### src/stqg_pkg.sv
// Shared constants, codes and control/status types of the tiled sprite quad generator.
package stqg_pkg;

	localparam int MAX_QUADS       = 64;
	localparam int COORD_FRAC_BITS = 8;

	localparam int CW   = 20;                          // Q12.8 coordinate
	localparam int SZW  = 13;                          // texture size
	localparam int UVW  = 17;                          // Q1.16 texture coordinate, 0..65536
	localparam int BSW  = CW + 1;                      // start skew
	localparam int X1W  = CW + 2;                      // texel position of a tile edge
	localparam int TPW  = CW + 3;                      // texel position incl. tile extent
	localparam int NW   = $clog2(MAX_QUADS + 1);       // quad counter
	localparam int CIW  = 3;                           // config register index
	localparam int QTW  = 16;                          // quotient bits below saturation

	// config register indexes
	localparam logic [CIW-1:0] REG_TEX_W   = 3'd0;
	localparam logic [CIW-1:0] REG_TEX_H   = 3'd1;
	localparam logic [CIW-1:0] REG_FRAME_W = 3'd2;
	localparam logic [CIW-1:0] REG_FRAME_H = 3'd3;
	localparam logic [CIW-1:0] REG_SRC_X   = 3'd4;
	localparam logic [CIW-1:0] REG_SRC_Y   = 3'd5;

	// repeat modes
	localparam logic [1:0] MODE_REP_X = 2'd0;
	localparam logic [1:0] MODE_REP_Y = 2'd1;

	// texture coordinate being divided
	localparam logic [1:0] SEL_UL = 2'd0;
	localparam logic [1:0] SEL_UR = 2'd1;
	localparam logic [1:0] SEL_VT = 2'd2;
	localparam logic [1:0] SEL_VB = 2'd3;

	typedef struct packed {
		logic       load;
		logic       setup;
		logic       tile;
		logic       div_start;
		logic       div_store;
		logic [1:0] div_sel;
		logic       advance;
	} stqg_cmd_t;

	typedef struct packed {
		logic empty;
		logic div_done;
		logic x_more;
		logic y_more;
		logic at_max;
	} stqg_sts_t;

endpackage

### src/stqg_div.sv
// Bit-serial divider: saturating texel position to Q0.16 quotient, one bit per cycle.
module stqg_div (
	input  logic                     clk,
	input  logic                     arst_n,
	input  logic                     start,
	input  logic [stqg_pkg::TPW-1:0] pos,
	input  logic [stqg_pkg::SZW-1:0] size,
	output logic                     done,
	output logic                     ovf,
	output logic [stqg_pkg::QTW-1:0] quot
);
	import stqg_pkg::*;

	localparam int DW   = TPW + QTW;
	localparam int CNTW = $clog2(QTW + 1);

	logic [DW-1:0]    dvd;
	logic [SZW:0]     trial;
	logic             ge;
	logic [SZW-1:0]   rem_q;
	logic [SZW-1:0]   size_q;
	logic [QTW-1:0]   sh_q;
	logic [QTW-1:0]   quot_q;
	logic [CNTW-1:0]  cnt_q;
	logic             busy_q;
	logic             done_q;
	logic             ovf_q;

	// dividend scaled so the quotient lands in Q0.16
	assign dvd   = DW'(pos) << (QTW - COORD_FRAC_BITS);
	assign trial = {rem_q, sh_q[QTW-1]};
	assign ge    = trial >= {1'b0, size_q};

	// control
	always_ff @(posedge clk or negedge arst_n) begin
		if (!arst_n) begin
			busy_q <= 1'b0;
			done_q <= 1'b0;
			cnt_q  <= '0;
		end else begin
			done_q <= 1'b0;
			if (start) begin
				busy_q <= 1'b1;
				cnt_q  <= CNTW'(QTW);
			end else if (busy_q) begin
				cnt_q <= cnt_q - 1'b1;
				if (cnt_q == CNTW'(1)) begin
					busy_q <= 1'b0;
					done_q <= 1'b1;
				end
			end
		end
	end

	// restoring division step
	always_ff @(posedge clk) begin
		if (start) begin
			ovf_q  <= (TPW+1)'(pos) >= ((TPW+1)'(size) << COORD_FRAC_BITS);
			rem_q  <= SZW'(dvd >> QTW);
			sh_q   <= dvd[QTW-1:0];
			quot_q <= '0;
			size_q <= size;
		end else if (busy_q) begin
			rem_q  <= ge ? SZW'(trial - {1'b0, size_q}) : trial[SZW-1:0];
			sh_q   <= {sh_q[QTW-2:0], 1'b0};
			quot_q <= {quot_q[QTW-2:0], ge};
		end
	end

	assign done = done_q;
	assign ovf  = ovf_q;
	assign quot = quot_q;

endmodule

### src/stqg_datapath.sv
// Datapath: config registers, request set-up, tile geometry and texture coordinates.
module stqg_datapath (
	input  logic                      clk,
	input  logic                      arst_n,
	input  stqg_pkg::stqg_cmd_t       cmd,
	output stqg_pkg::stqg_sts_t       sts,
	input  logic                      cfg_we,
	input  logic [stqg_pkg::CIW-1:0]  cfg_index,
	input  logic [stqg_pkg::CW-1:0]   cfg_data,
	input  logic [stqg_pkg::CW-1:0]   pos_x,
	input  logic [stqg_pkg::CW-1:0]   pos_y,
	input  logic [stqg_pkg::CW-1:0]   area_left,
	input  logic [stqg_pkg::CW-1:0]   area_top,
	input  logic [stqg_pkg::CW-1:0]   area_right,
	input  logic [stqg_pkg::CW-1:0]   area_bottom,
	input  logic [1:0]                mode,
	input  logic                      mirror,
	input  logic [15:0]               depth_z,
	input  logic [31:0]               color,
	output logic [stqg_pkg::CW-1:0]   quad_x,
	output logic [stqg_pkg::CW-1:0]   quad_y,
	output logic [stqg_pkg::CW-1:0]   quad_w,
	output logic [stqg_pkg::CW-1:0]   quad_h,
	output logic [stqg_pkg::UVW-1:0]  u_left,
	output logic [stqg_pkg::UVW-1:0]  u_right,
	output logic [stqg_pkg::UVW-1:0]  v_top,
	output logic [stqg_pkg::UVW-1:0]  v_bottom,
	output logic [15:0]               out_depth,
	output logic [31:0]               out_color
);
	import stqg_pkg::*;

	localparam logic [UVW-1:0] UV_ONE = UVW'(1 << QTW);

	// config
	logic [SZW-1:0] tex_w_q, tex_h_q;
	logic [CW-1:0]  frame_w_q, frame_h_q, src_x_q, src_y_q;

	// request
	logic [CW-1:0]  px_q, py_q, left_q, top_q, ex_q, ey_q;
	logic           rep_x_q, rep_y_q, mirror_q;
	logic [15:0]    depth_q;
	logic [31:0]    color_q;

	// walk state
	logic [BSW-1:0] bsx_q, bsy_q;
	logic [CW-1:0]  cx_q, rx_q, ry_q, nrx_q, nry_q;
	logic           fx_q, fy_q, x_more_q, y_more_q;
	logic [NW-1:0]  n_q;
	logic [CW-1:0]  dx_q, dy_q;
	logic [X1W-1:0] x1_q, y1_q;
	logic [UVW-1:0] ul_q, ur_q, vt_q, vb_q;

	// config writes
	always_ff @(posedge clk or negedge arst_n) begin
		if (!arst_n) begin
			tex_w_q   <= SZW'(256);
			tex_h_q   <= SZW'(256);
			frame_w_q <= CW'(8192);
			frame_h_q <= CW'(8192);
			src_x_q   <= '0;
			src_y_q   <= '0;
		end else if (cfg_we) begin
			case (cfg_index)
				REG_TEX_W:   tex_w_q   <= cfg_data[SZW-1:0];
				REG_TEX_H:   tex_h_q   <= cfg_data[SZW-1:0];
				REG_FRAME_W: frame_w_q <= cfg_data;
				REG_FRAME_H: frame_h_q <= cfg_data;
				REG_SRC_X:   src_x_q   <= cfg_data;
				REG_SRC_Y:   src_y_q   <= cfg_data;
				default: ;
			endcase
		end
	end

	// request capture
	always_ff @(posedge clk) begin
		if (cmd.load) begin
			px_q     <= pos_x;
			py_q     <= pos_y;
			left_q   <= area_left;
			top_q    <= area_top;
			ex_q     <= area_right;
			ey_q     <= area_bottom;
			rep_x_q  <= mode != MODE_REP_Y;
			rep_y_q  <= mode != MODE_REP_X;
			mirror_q <= mirror;
			depth_q  <= depth_z;
			color_q  <= color;
		end
	end

	// set-up: start point and start skew
	logic [BSW-1:0] pfx, pfy, bsx0, bsy0, bsx_s, bsy_s;
	logic [CW-1:0]  cx_s, cy_s;
	logic           clip_x;

	always_comb begin
		pfx    = BSW'(px_q) + BSW'(frame_w_q);
		pfy    = BSW'(py_q) + BSW'(frame_h_q);
		bsx0   = (BSW'(left_q) > pfx) ? BSW'(left_q) - pfx : '0;
		bsy0   = (BSW'(top_q) > pfy) ? BSW'(top_q) - pfy : '0;
		clip_x = !rep_x_q && (px_q < left_q);
		bsx_s  = clip_x ? bsx0 + BSW'(left_q - px_q) : bsx0;
		bsy_s  = bsy0;
		cx_s   = (rep_x_q || clip_x) ? left_q : px_q;
		cy_s   = rep_y_q ? top_q : py_q;
	end

	// tile geometry and the step to the next tile
	logic [BSW-1:0] skx, sky, limx, limy;
	logic [CW-1:0]  remx, remy, dx_s, dy_s;
	logic [X1W-1:0] nx, ny;

	always_comb begin
		skx  = fx_q ? bsx_q : '0;
		sky  = fy_q ? bsy_q : '0;
		limx = (BSW'(frame_w_q) > skx) ? BSW'(frame_w_q) - skx : '0;
		limy = (BSW'(frame_h_q) > sky) ? BSW'(frame_h_q) - sky : '0;
		remx = ex_q - rx_q;
		remy = ey_q - ry_q;
		dx_s = (limx < BSW'(remx)) ? CW'(limx) : remx;
		dy_s = (limy < BSW'(remy)) ? CW'(limy) : remy;
		nx   = X1W'(rx_q) + X1W'(frame_w_q) - X1W'(skx);
		ny   = X1W'(ry_q) + X1W'(frame_h_q) - X1W'(sky);
	end

	// walk control
	always_ff @(posedge clk or negedge arst_n) begin
		if (!arst_n) begin
			fx_q <= 1'b1;
			fy_q <= 1'b1;
			n_q  <= '0;
		end else if (cmd.setup) begin
			fx_q <= 1'b1;
			fy_q <= 1'b1;
			n_q  <= '0;
		end else if (cmd.advance) begin
			n_q <= n_q + 1'b1;
			if (x_more_q) begin
				fx_q <= 1'b0;
			end else begin
				fx_q <= 1'b1;
				fy_q <= 1'b0;
			end
		end
	end

	always_ff @(posedge clk) begin
		if (cmd.setup) begin
			bsx_q <= bsx_s;
			bsy_q <= bsy_s;
			cx_q  <= cx_s;
			rx_q  <= cx_s;
			ry_q  <= cy_s;
		end else if (cmd.advance) begin
			if (x_more_q) begin
				rx_q <= nrx_q;
			end else begin
				rx_q <= cx_q;
				ry_q <= nry_q;
			end
		end
		if (cmd.tile) begin
			dx_q     <= dx_s;
			dy_q     <= dy_s;
			x1_q     <= X1W'(src_x_q) + X1W'(skx);
			y1_q     <= X1W'(src_y_q) + X1W'(sky);
			nrx_q    <= CW'(nx);
			nry_q    <= CW'(ny);
			x_more_q <= rep_x_q && (nx < X1W'(ex_q));
			y_more_q <= rep_y_q && (ny < X1W'(ey_q));
		end
	end

	// texture coordinate division
	logic [TPW-1:0] div_pos;
	logic [SZW-1:0] div_size, tw_eff, th_eff;
	logic           div_done, div_ovf;
	logic [QTW-1:0] div_quot;
	logic [UVW-1:0] u_val, v_val;

	always_comb begin
		tw_eff = (tex_w_q == '0) ? SZW'(1) : tex_w_q;
		th_eff = (tex_h_q == '0) ? SZW'(1) : tex_h_q;
		case (cmd.div_sel)
			SEL_UL:  div_pos = TPW'(x1_q);
			SEL_UR:  div_pos = TPW'(x1_q) + TPW'(dx_q);
			SEL_VT:  div_pos = TPW'(y1_q);
			SEL_VB:  div_pos = TPW'(y1_q) + TPW'(dy_q);
			default: div_pos = '0;
		endcase
		div_size = (cmd.div_sel == SEL_UL || cmd.div_sel == SEL_UR) ? tw_eff : th_eff;
		u_val    = div_ovf ? UV_ONE : UVW'(div_quot);
		v_val    = div_ovf ? '0 : UV_ONE - UVW'(div_quot);
	end

	stqg_div u_div (
		.clk    (clk),
		.arst_n (arst_n),
		.start  (cmd.div_start),
		.pos    (div_pos),
		.size   (div_size),
		.done   (div_done),
		.ovf    (div_ovf),
		.quot   (div_quot)
	);

	always_ff @(posedge clk) begin
		if (cmd.div_store) begin
			case (cmd.div_sel)
				SEL_UL:  ul_q <= u_val;
				SEL_UR:  ur_q <= u_val;
				SEL_VT:  vt_q <= v_val;
				SEL_VB:  vb_q <= v_val;
				default: ;
			endcase
		end
	end

	// status
	assign sts.empty    = (cx_s >= ex_q) || (cy_s >= ey_q);
	assign sts.div_done = div_done;
	assign sts.x_more   = x_more_q;
	assign sts.y_more   = y_more_q;
	assign sts.at_max   = n_q == NW'(MAX_QUADS - 1);

	// result fields
	assign quad_x    = rx_q;
	assign quad_y    = ry_q;
	assign quad_w    = dx_q;
	assign quad_h    = dy_q;
	assign u_left    = mirror_q ? ur_q : ul_q;
	assign u_right   = mirror_q ? ul_q : ur_q;
	assign v_top     = vt_q;
	assign v_bottom  = vb_q;
	assign out_depth = depth_q;
	assign out_color = color_q;

endmodule

### src/stqg_ctrl.sv
// Controller: sequences set-up, per-tile geometry, four divisions and the quad transfer.
module stqg_ctrl (
	input  logic                 clk,
	input  logic                 arst_n,
	input  logic                 in_valid,
	output logic                 in_ready,
	output logic                 out_valid,
	input  logic                 out_ready,
	output logic                 last,
	output logic                 truncated,
	output stqg_pkg::stqg_cmd_t  cmd,
	input  stqg_pkg::stqg_sts_t  sts
);
	import stqg_pkg::*;

	localparam logic [2:0] S_IDLE   = 3'd0;
	localparam logic [2:0] S_SETUP  = 3'd1;
	localparam logic [2:0] S_TILE   = 3'd2;
	localparam logic [2:0] S_DSTART = 3'd3;
	localparam logic [2:0] S_DWAIT  = 3'd4;
	localparam logic [2:0] S_EMIT   = 3'd5;

	logic [2:0] state_q, state_d;
	logic [1:0] sel_q, sel_d;
	logic       more;

	assign more = sts.x_more || sts.y_more;

	always_comb begin
		state_d     = state_q;
		sel_d       = sel_q;
		cmd         = '0;
		cmd.div_sel = sel_q;
		in_ready    = 1'b0;
		out_valid   = 1'b0;
		last        = !more || sts.at_max;
		truncated   = more && sts.at_max;
		case (state_q)
			S_IDLE: begin
				in_ready = 1'b1;
				if (in_valid) begin
					cmd.load = 1'b1;
					state_d  = S_SETUP;
				end
			end
			S_SETUP: begin
				cmd.setup = 1'b1;
				state_d   = sts.empty ? S_IDLE : S_TILE;
			end
			S_TILE: begin
				cmd.tile = 1'b1;
				sel_d    = SEL_UL;
				state_d  = S_DSTART;
			end
			S_DSTART: begin
				cmd.div_start = 1'b1;
				state_d       = S_DWAIT;
			end
			S_DWAIT: begin
				if (sts.div_done) begin
					cmd.div_store = 1'b1;
					if (sel_q == SEL_VB) begin
						state_d = S_EMIT;
					end else begin
						sel_d   = sel_q + 1'b1;
						state_d = S_DSTART;
					end
				end
			end
			S_EMIT: begin
				out_valid = 1'b1;
				if (out_ready) begin
					if (last) begin
						state_d = S_IDLE;
					end else begin
						cmd.advance = 1'b1;
						state_d     = S_TILE;
					end
				end
			end
			default: state_d = S_IDLE;
		endcase
	end

	always_ff @(posedge clk or negedge arst_n) begin
		if (!arst_n) begin
			state_q <= S_IDLE;
			sel_q   <= SEL_UL;
		end else begin
			state_q <= state_d;
			sel_q   <= sel_d;
		end
	end

endmodule

### src/sprite_tile_quad_generator_core.sv
// Top level of the tiled sprite quad generator: controller, datapath and assertions.
//
// One request is taken at a time and yields up to MAX_QUADS quads, one per tile that
// covers the clip area, in row-major order; last marks the final quad and truncated
// marks it when more tiles existed. After a request transfer, a set-up step follows
// (a request that covers nothing yields no quad and frees the input right after it).
// Each quad then takes a geometry step, four texture divisions on one shared
// bit-serial divider and an output step, plus however long out_ready stays low; the
// input is ready again in the cycle after the last quad transfer. The input is ready
// only while no request is in progress. Configuration writes are always accepted,
// but the frame size is read throughout the tile walk, so registers should be
// written only while no request is in progress.
module sprite_tile_quad_generator_core (
	input  logic                      clk,
	input  logic                      arst_n,
	input  logic                      cfg_valid,
	output logic                      cfg_ready,
	input  logic [stqg_pkg::CIW-1:0]  cfg_index,
	input  logic [stqg_pkg::CW-1:0]   cfg_data,
	input  logic                      in_valid,
	output logic                      in_ready,
	input  logic [stqg_pkg::CW-1:0]   pos_x,
	input  logic [stqg_pkg::CW-1:0]   pos_y,
	input  logic [stqg_pkg::CW-1:0]   area_left,
	input  logic [stqg_pkg::CW-1:0]   area_top,
	input  logic [stqg_pkg::CW-1:0]   area_right,
	input  logic [stqg_pkg::CW-1:0]   area_bottom,
	input  logic [1:0]                mode,
	input  logic                      mirror,
	input  logic [15:0]               depth_z,
	input  logic [31:0]               color,
	output logic                      out_valid,
	input  logic                      out_ready,
	output logic [stqg_pkg::CW-1:0]   quad_x,
	output logic [stqg_pkg::CW-1:0]   quad_y,
	output logic [stqg_pkg::CW-1:0]   quad_w,
	output logic [stqg_pkg::CW-1:0]   quad_h,
	output logic [stqg_pkg::UVW-1:0]  u_left,
	output logic [stqg_pkg::UVW-1:0]  u_right,
	output logic [stqg_pkg::UVW-1:0]  v_top,
	output logic [stqg_pkg::UVW-1:0]  v_bottom,
	output logic [15:0]               out_depth,
	output logic [31:0]               out_color,
	output logic                      last,
	output logic                      truncated
);
	import stqg_pkg::*;

	stqg_cmd_t cmd;
	stqg_sts_t sts;

	assign cfg_ready = 1'b1;

	stqg_ctrl u_ctrl (
		.clk       (clk),
		.arst_n    (arst_n),
		.in_valid  (in_valid),
		.in_ready  (in_ready),
		.out_valid (out_valid),
		.out_ready (out_ready),
		.last      (last),
		.truncated (truncated),
		.cmd       (cmd),
		.sts       (sts)
	);

	stqg_datapath u_dp (
		.clk         (clk),
		.arst_n      (arst_n),
		.cmd         (cmd),
		.sts         (sts),
		.cfg_we      (cfg_valid && cfg_ready),
		.cfg_index   (cfg_index),
		.cfg_data    (cfg_data),
		.pos_x       (pos_x),
		.pos_y       (pos_y),
		.area_left   (area_left),
		.area_top    (area_top),
		.area_right  (area_right),
		.area_bottom (area_bottom),
		.mode        (mode),
		.mirror      (mirror),
		.depth_z     (depth_z),
		.color       (color),
		.quad_x      (quad_x),
		.quad_y      (quad_y),
		.quad_w      (quad_w),
		.quad_h      (quad_h),
		.u_left      (u_left),
		.u_right     (u_right),
		.v_top       (v_top),
		.v_bottom    (v_bottom),
		.out_depth   (out_depth),
		.out_color   (out_color)
	);

`ifndef SYNTHESIS
	// truncation is flagged only on the final quad
	a_trunc_last: assert property (@(posedge clk) disable iff (!arst_n)
		out_valid && truncated |-> last)
		else $error("truncated without last");

	// no new request while a quad is pending
	a_one_request: assert property (@(posedge clk) disable iff (!arst_n)
		!(in_ready && out_valid))
		else $error("input ready while quad pending");

	// the final quad transfer ends the request
	a_last_ends: assert property (@(posedge clk) disable iff (!arst_n)
		out_valid && out_ready && last |=> !out_valid && in_ready)
		else $error("request did not end after last quad");

	// a quad transfer that is not last is followed by geometry work, not an idle input
	a_more_busy: assert property (@(posedge clk) disable iff (!arst_n)
		out_valid && out_ready && !last |=> !in_ready && !out_valid)
		else $error("walk stopped early");
`endif

endmodule
### config.mk
export PLATFORM = sky130hd
export DESIGN_NAME = sprite_tile_quad_generator_core
export DESIGN_NICKNAME = d
export VERILOG_FILES = /design/src/stqg_pkg.sv /design/src/stqg_div.sv /design/src/stqg_datapath.sv /design/src/stqg_ctrl.sv /design/src/sprite_tile_quad_generator_core.sv
export SDC_FILE = /design/constraint.sdc
export NUM_CORES = 2
export LEC_CHECK = 0
export ABC_AREA = 0
export BUFFER_PORTS_ARGS = -buffer_cell sky130_fd_sc_hd__buf_2
export CAP_MARGIN = 20
export CORE_ASPECT_RATIO = 1.25
export CORE_UTILIZATION = 50
export CTS_BUF_LIST = sky130_fd_sc_hd__clkbuf_2 sky130_fd_sc_hd__clkbuf_4 sky130_fd_sc_hd__clkbuf_8
export DETAILED_ROUTE_END_ITERATION = 6
export MAX_ROUTING_LAYER = met4
export PLACE_DENSITY = 0.69
export SLEW_MARGIN = 5
export SYNTH_ARGS = -nofsm -noshare
export SYNTH_HDL_FRONTEND = slang
export SYNTH_SLANG_ARGS = --single-unit
### constraint.sdc
create_clock -name clk -period 7.4 [get_ports clk]
set_input_delay 0.37 -clock clk [delete_from_list [all_inputs] [get_ports clk]]
set_output_delay 0.37 -clock clk [all_outputs]
set_load 0.02 [all_outputs]
==> out/metrics.cfg <==
[run_status]
status=complete, but fails checks
violations=design-rule violations

[setup_path]
crit_fanout=5
cp_data_required_time_ns=7.90
critPathMaxStageDelay_ns=0.49
cp-end-kind=flop
critPathLaunchType=flop
crit_path_top_delay_cell=fa_1
crit_path_frequent_cell=buf_4
rr_worst_depth=33
crit_type=flop to flop
cp_top_family=compound AO/OA/AOI/OAI gates
crit_cells=33
worstPathArrival_ns=7.59
path_buf_inv=7

[timing]
max_slew.worst_pin.slew_ns=1.08
hold_viol=0
max_slew_margin_pct=27.5
finalCritPeriodShare_pct=95.9
slew_violations=0
clock_skew_ns=0.0527
period_minus_slack_ns=7.09
rsz0062_at_grt=yes
setup_viol=0
fmax_mhz=141
worst_slack_ns=0.305

[logic_synthesis]
yosys.area.top_type=edfxtp_1
synth_ff_type=edfxtp_1
synth_top_area_share_pct=33.4
synth-edff-count=502
yosysSeqAreaShare_pct=41.1
ys_ff_latch=645
yosysUniqueCellTypes=96
yosys_warnings=0
syn_inst=4391
synthArstFlopShare_pct=19.7
synth.avg_cell_area_sq_um=10.3
synthesis.area_sq_mm=0.0452
synthTopCellsByArea=edfxtp_1, ha_1, dfrtp_1
syn-num-nets=5138

[placement]
placedCellCount=6007
pre_cts_slack_ns=-0.452
routabilityCongestion=0.954
hpwl_microns=106000
port_buffers=398

[drt]
drtPass1Iterations=7
vias=36295
drc_errors=3
ant_nets=0
vias_per_cell=5.67
drt_iter0_drc=2269
drt_wl_total_microns=133000
wire_per_inst_microns=20.8

[worst_hold_path]
hold_path_class=input pin to flop
min_path_cells=2

[clock_tree]
htreeDepth=3
root_buffer=clkbuf_8
clock_sinks=645
cts_tree=built
numCtsBuffers=106
clk_pin_slew_worst_paths_ns=0.06
clockBufferDepth=3
clock_latency_ns=0.77

[global_route]
grt_pass1_wl_microns=202000
grt_overflow=0
grt_usage_pct=29.5
grt_max_degree=127
grt_pass1_vias=36058
antenna_found_initial=1

[cells_and_area]
final_nets=5876
instances_no_fill=6399
areaGrowthSynthToFinish_pct=18.9
layout-drive-gt1-share_pct=18.9
final_cell_mix=ha_1, edfxtp_1, buf_2, inv_1, nand2_1
final_common_cell=ha_1

[floorplan]
dieArea_sq_mm=0.0915
die_w_microns=271
start_util_pct=50.8
rows=122
num_io_pins=400
core-area_sq_mm=0.0890
fp.dieH_microns=338

[run]
maxCapViolCount=0

-- Yosys cell counts, types with 8 or more instances --
| library cell | instances |
|---|---|
| mux2i_1 | 96 |
| mux2_2 | 179 |
| or2_2 | 22 |
| ha_1 | 511 |
| and3_1 | 34 |
| o21ai_1 | 14 |
| xor2_1 | 122 |
| nand4_1 | 44 |
| a21oi_1 | 292 |
| or4_1 | 8 |
| a21boi_0 | 12 |
| fa_1 | 37 |
| o21ai_0 | 194 |
| a21o_1 | 142 |
| nor3b_1 | 13 |
| o211ai_1 | 26 |
| o31ai_1 | 15 |
| a211oi_1 | 37 |
| nand3_1 | 74 |
| nand2b_1 | 43 |
| and2_1 | 30 |
| a2111oi_0 | 10 |
| xnor2_1 | 169 |
| a211o_1 | 12 |
| edfxtp_1 | 502 |
| o21bai_1 | 38 |
| a31oi_1 | 40 |
| nor4_1 | 22 |
| nor3_1 | 100 |
| clkbuf_1 | 70 |
| dfxtp_1 | 16 |
| o21a_1 | 70 |
| or3_1 | 25 |
| dfrtp_1 | 121 |
| nor2_1 | 289 |
| nor2b_1 | 77 |
| inv_1 | 355 |
| nand2_1 | 347 |
| buf_1 | 8 |
-- flip-flops by register name, indices dropped and copies added (netlist names), 20 cells and up --
| register | cells |
|---|---|
| u_dp.frame_h_q | 20 |
| u_dp.quad_x | 20 |
| u_dp.bsy_q | 21 |
| u_dp.py_q | 20 |
| u_dp.y1_q | 22 |
| u_dp.src_y_q | 20 |
| u_dp.quad_w | 20 |
| u_dp.top_q | 20 |
| u_dp.quad_y | 20 |
| u_dp.quad_h | 20 |
| u_dp.left_q | 20 |
| u_dp.out_color | 32 |
| u_dp.bsx_q | 21 |
| u_dp.ex_q | 20 |
| u_dp.px_q | 20 |
| u_dp.ey_q | 20 |
| u_dp.x1_q | 22 |
| u_dp.nry_q | 20 |
| u_dp.src_x_q | 20 |
| u_dp.nrx_q | 20 |
| u_dp.cx_q | 20 |
| u_dp.frame_w_q | 20 |
-- final cells by class --
type                            instances  area, sq um
Inverter                              356         1340
Tap cell                             1178         1470
Timing Repair Buffer                  720         4910
Sequential cell                       645        18600
Clock inverter                         56          524
Fill cell                            7414        35300
Antenna cell                            1         2.50
Clock buffer                          143         1760
Multi-Input combinational cell       3300        25100
-- logic make-up (layout without fill, tap and decap cells) --
family / Yosys count / after routing / share of synthesized area (%)
mux: 279 / 279 / 6.70
xor+xnor: 291 / 291 / 5.64
compound gates: 1024 / 1024 / 14.7
other cells: 1 / 2 / 0.00830
fa+ha+maj: 548 / 548 / 15.8
flops: 645 / 645 / 41.1
simple gates: 1157 / 1157 / 12.2
buf+inv: 446 / 1275 / 3.78
-- per-stage QoR --
step	TNS, ns	utilization [%]	hold slack, ns	instance area, sq um
global placement	-1.00	55.4	0.488	49300
global route	-0.00265	60.4	0.0326	53700
floorplan	0	-	0.0744	45200
CTS	0	60.1	0.0102	53500
finish	0	60.4	0.0656	53700
detailed placement	-2.19	55.4	0.480	49300
-- worst register-to-register path, delay by kind of cell, from the launching register on --
family / cells / cell delay (ns)
AO/OA/AOI/OAI: 12 / 2.40
XOR/XNOR: 3 / 0.40
adder cells (fa/ha/maj): 4 / 1.70
buffers and inverters: 7 / 1.10
flip-flops: 1 / 0.39
AND/OR/NAND/NOR: 7 / 0.87
-- final timing paths --
check	slack, ns	endpoint	from
setup / recovery	0.31	u_dp.bsx_q[20]	u_dp.px_q[1]
hold / removal	0.07	u_dp.src_y_q[14]	cfg_data[14]
setup reg to reg	0.31	u_dp.bsx_q[20]	u_dp.px_q[1]
hold reg to reg	0.50	u_dp.u_div.sh_q[13]	u_dp.u_div.sh_q[12]
max in group asynchronous	5.83	u_dp.n_q[4]	arst_n
min in group asynchronous	0.25	u_dp.tex_h_q[3]	arst_n
-- routing by layer --
| metal | vias to the layer above | track usage (%) | wire length (microns) | part of all wire [%] |
|---|---|---|---|---|
| li1 | 17575 | - | - | - |
| met1 | 17429 | 33.7 | 53700 | 40 |
| met2 | 1001 | 51.3 | 66600 | 50 |
| met3 | 290 | 3.39 | 5870 | 4.4 |
| met4 | 0 | 14.5 | 6740 | 5.1 |
| met5 | - | - | 0 | 0 |
-- what timing repair did --
item | 4_1_cts | 5_1_grt
buffers inserted | 1 | 8
hold buffers | 180 | 0
gates resized for setup | 16 | 30
endpoints found under the setup margin | 11 | 11
gates cloned | 0 | 1
hold endpoints to repair | 263 | 0
pin swaps | 6 | 27
Power is left out: the tool's default activity adds up to more than one toggle a clock period on the data nets, which glitch-free logic cannot reach.
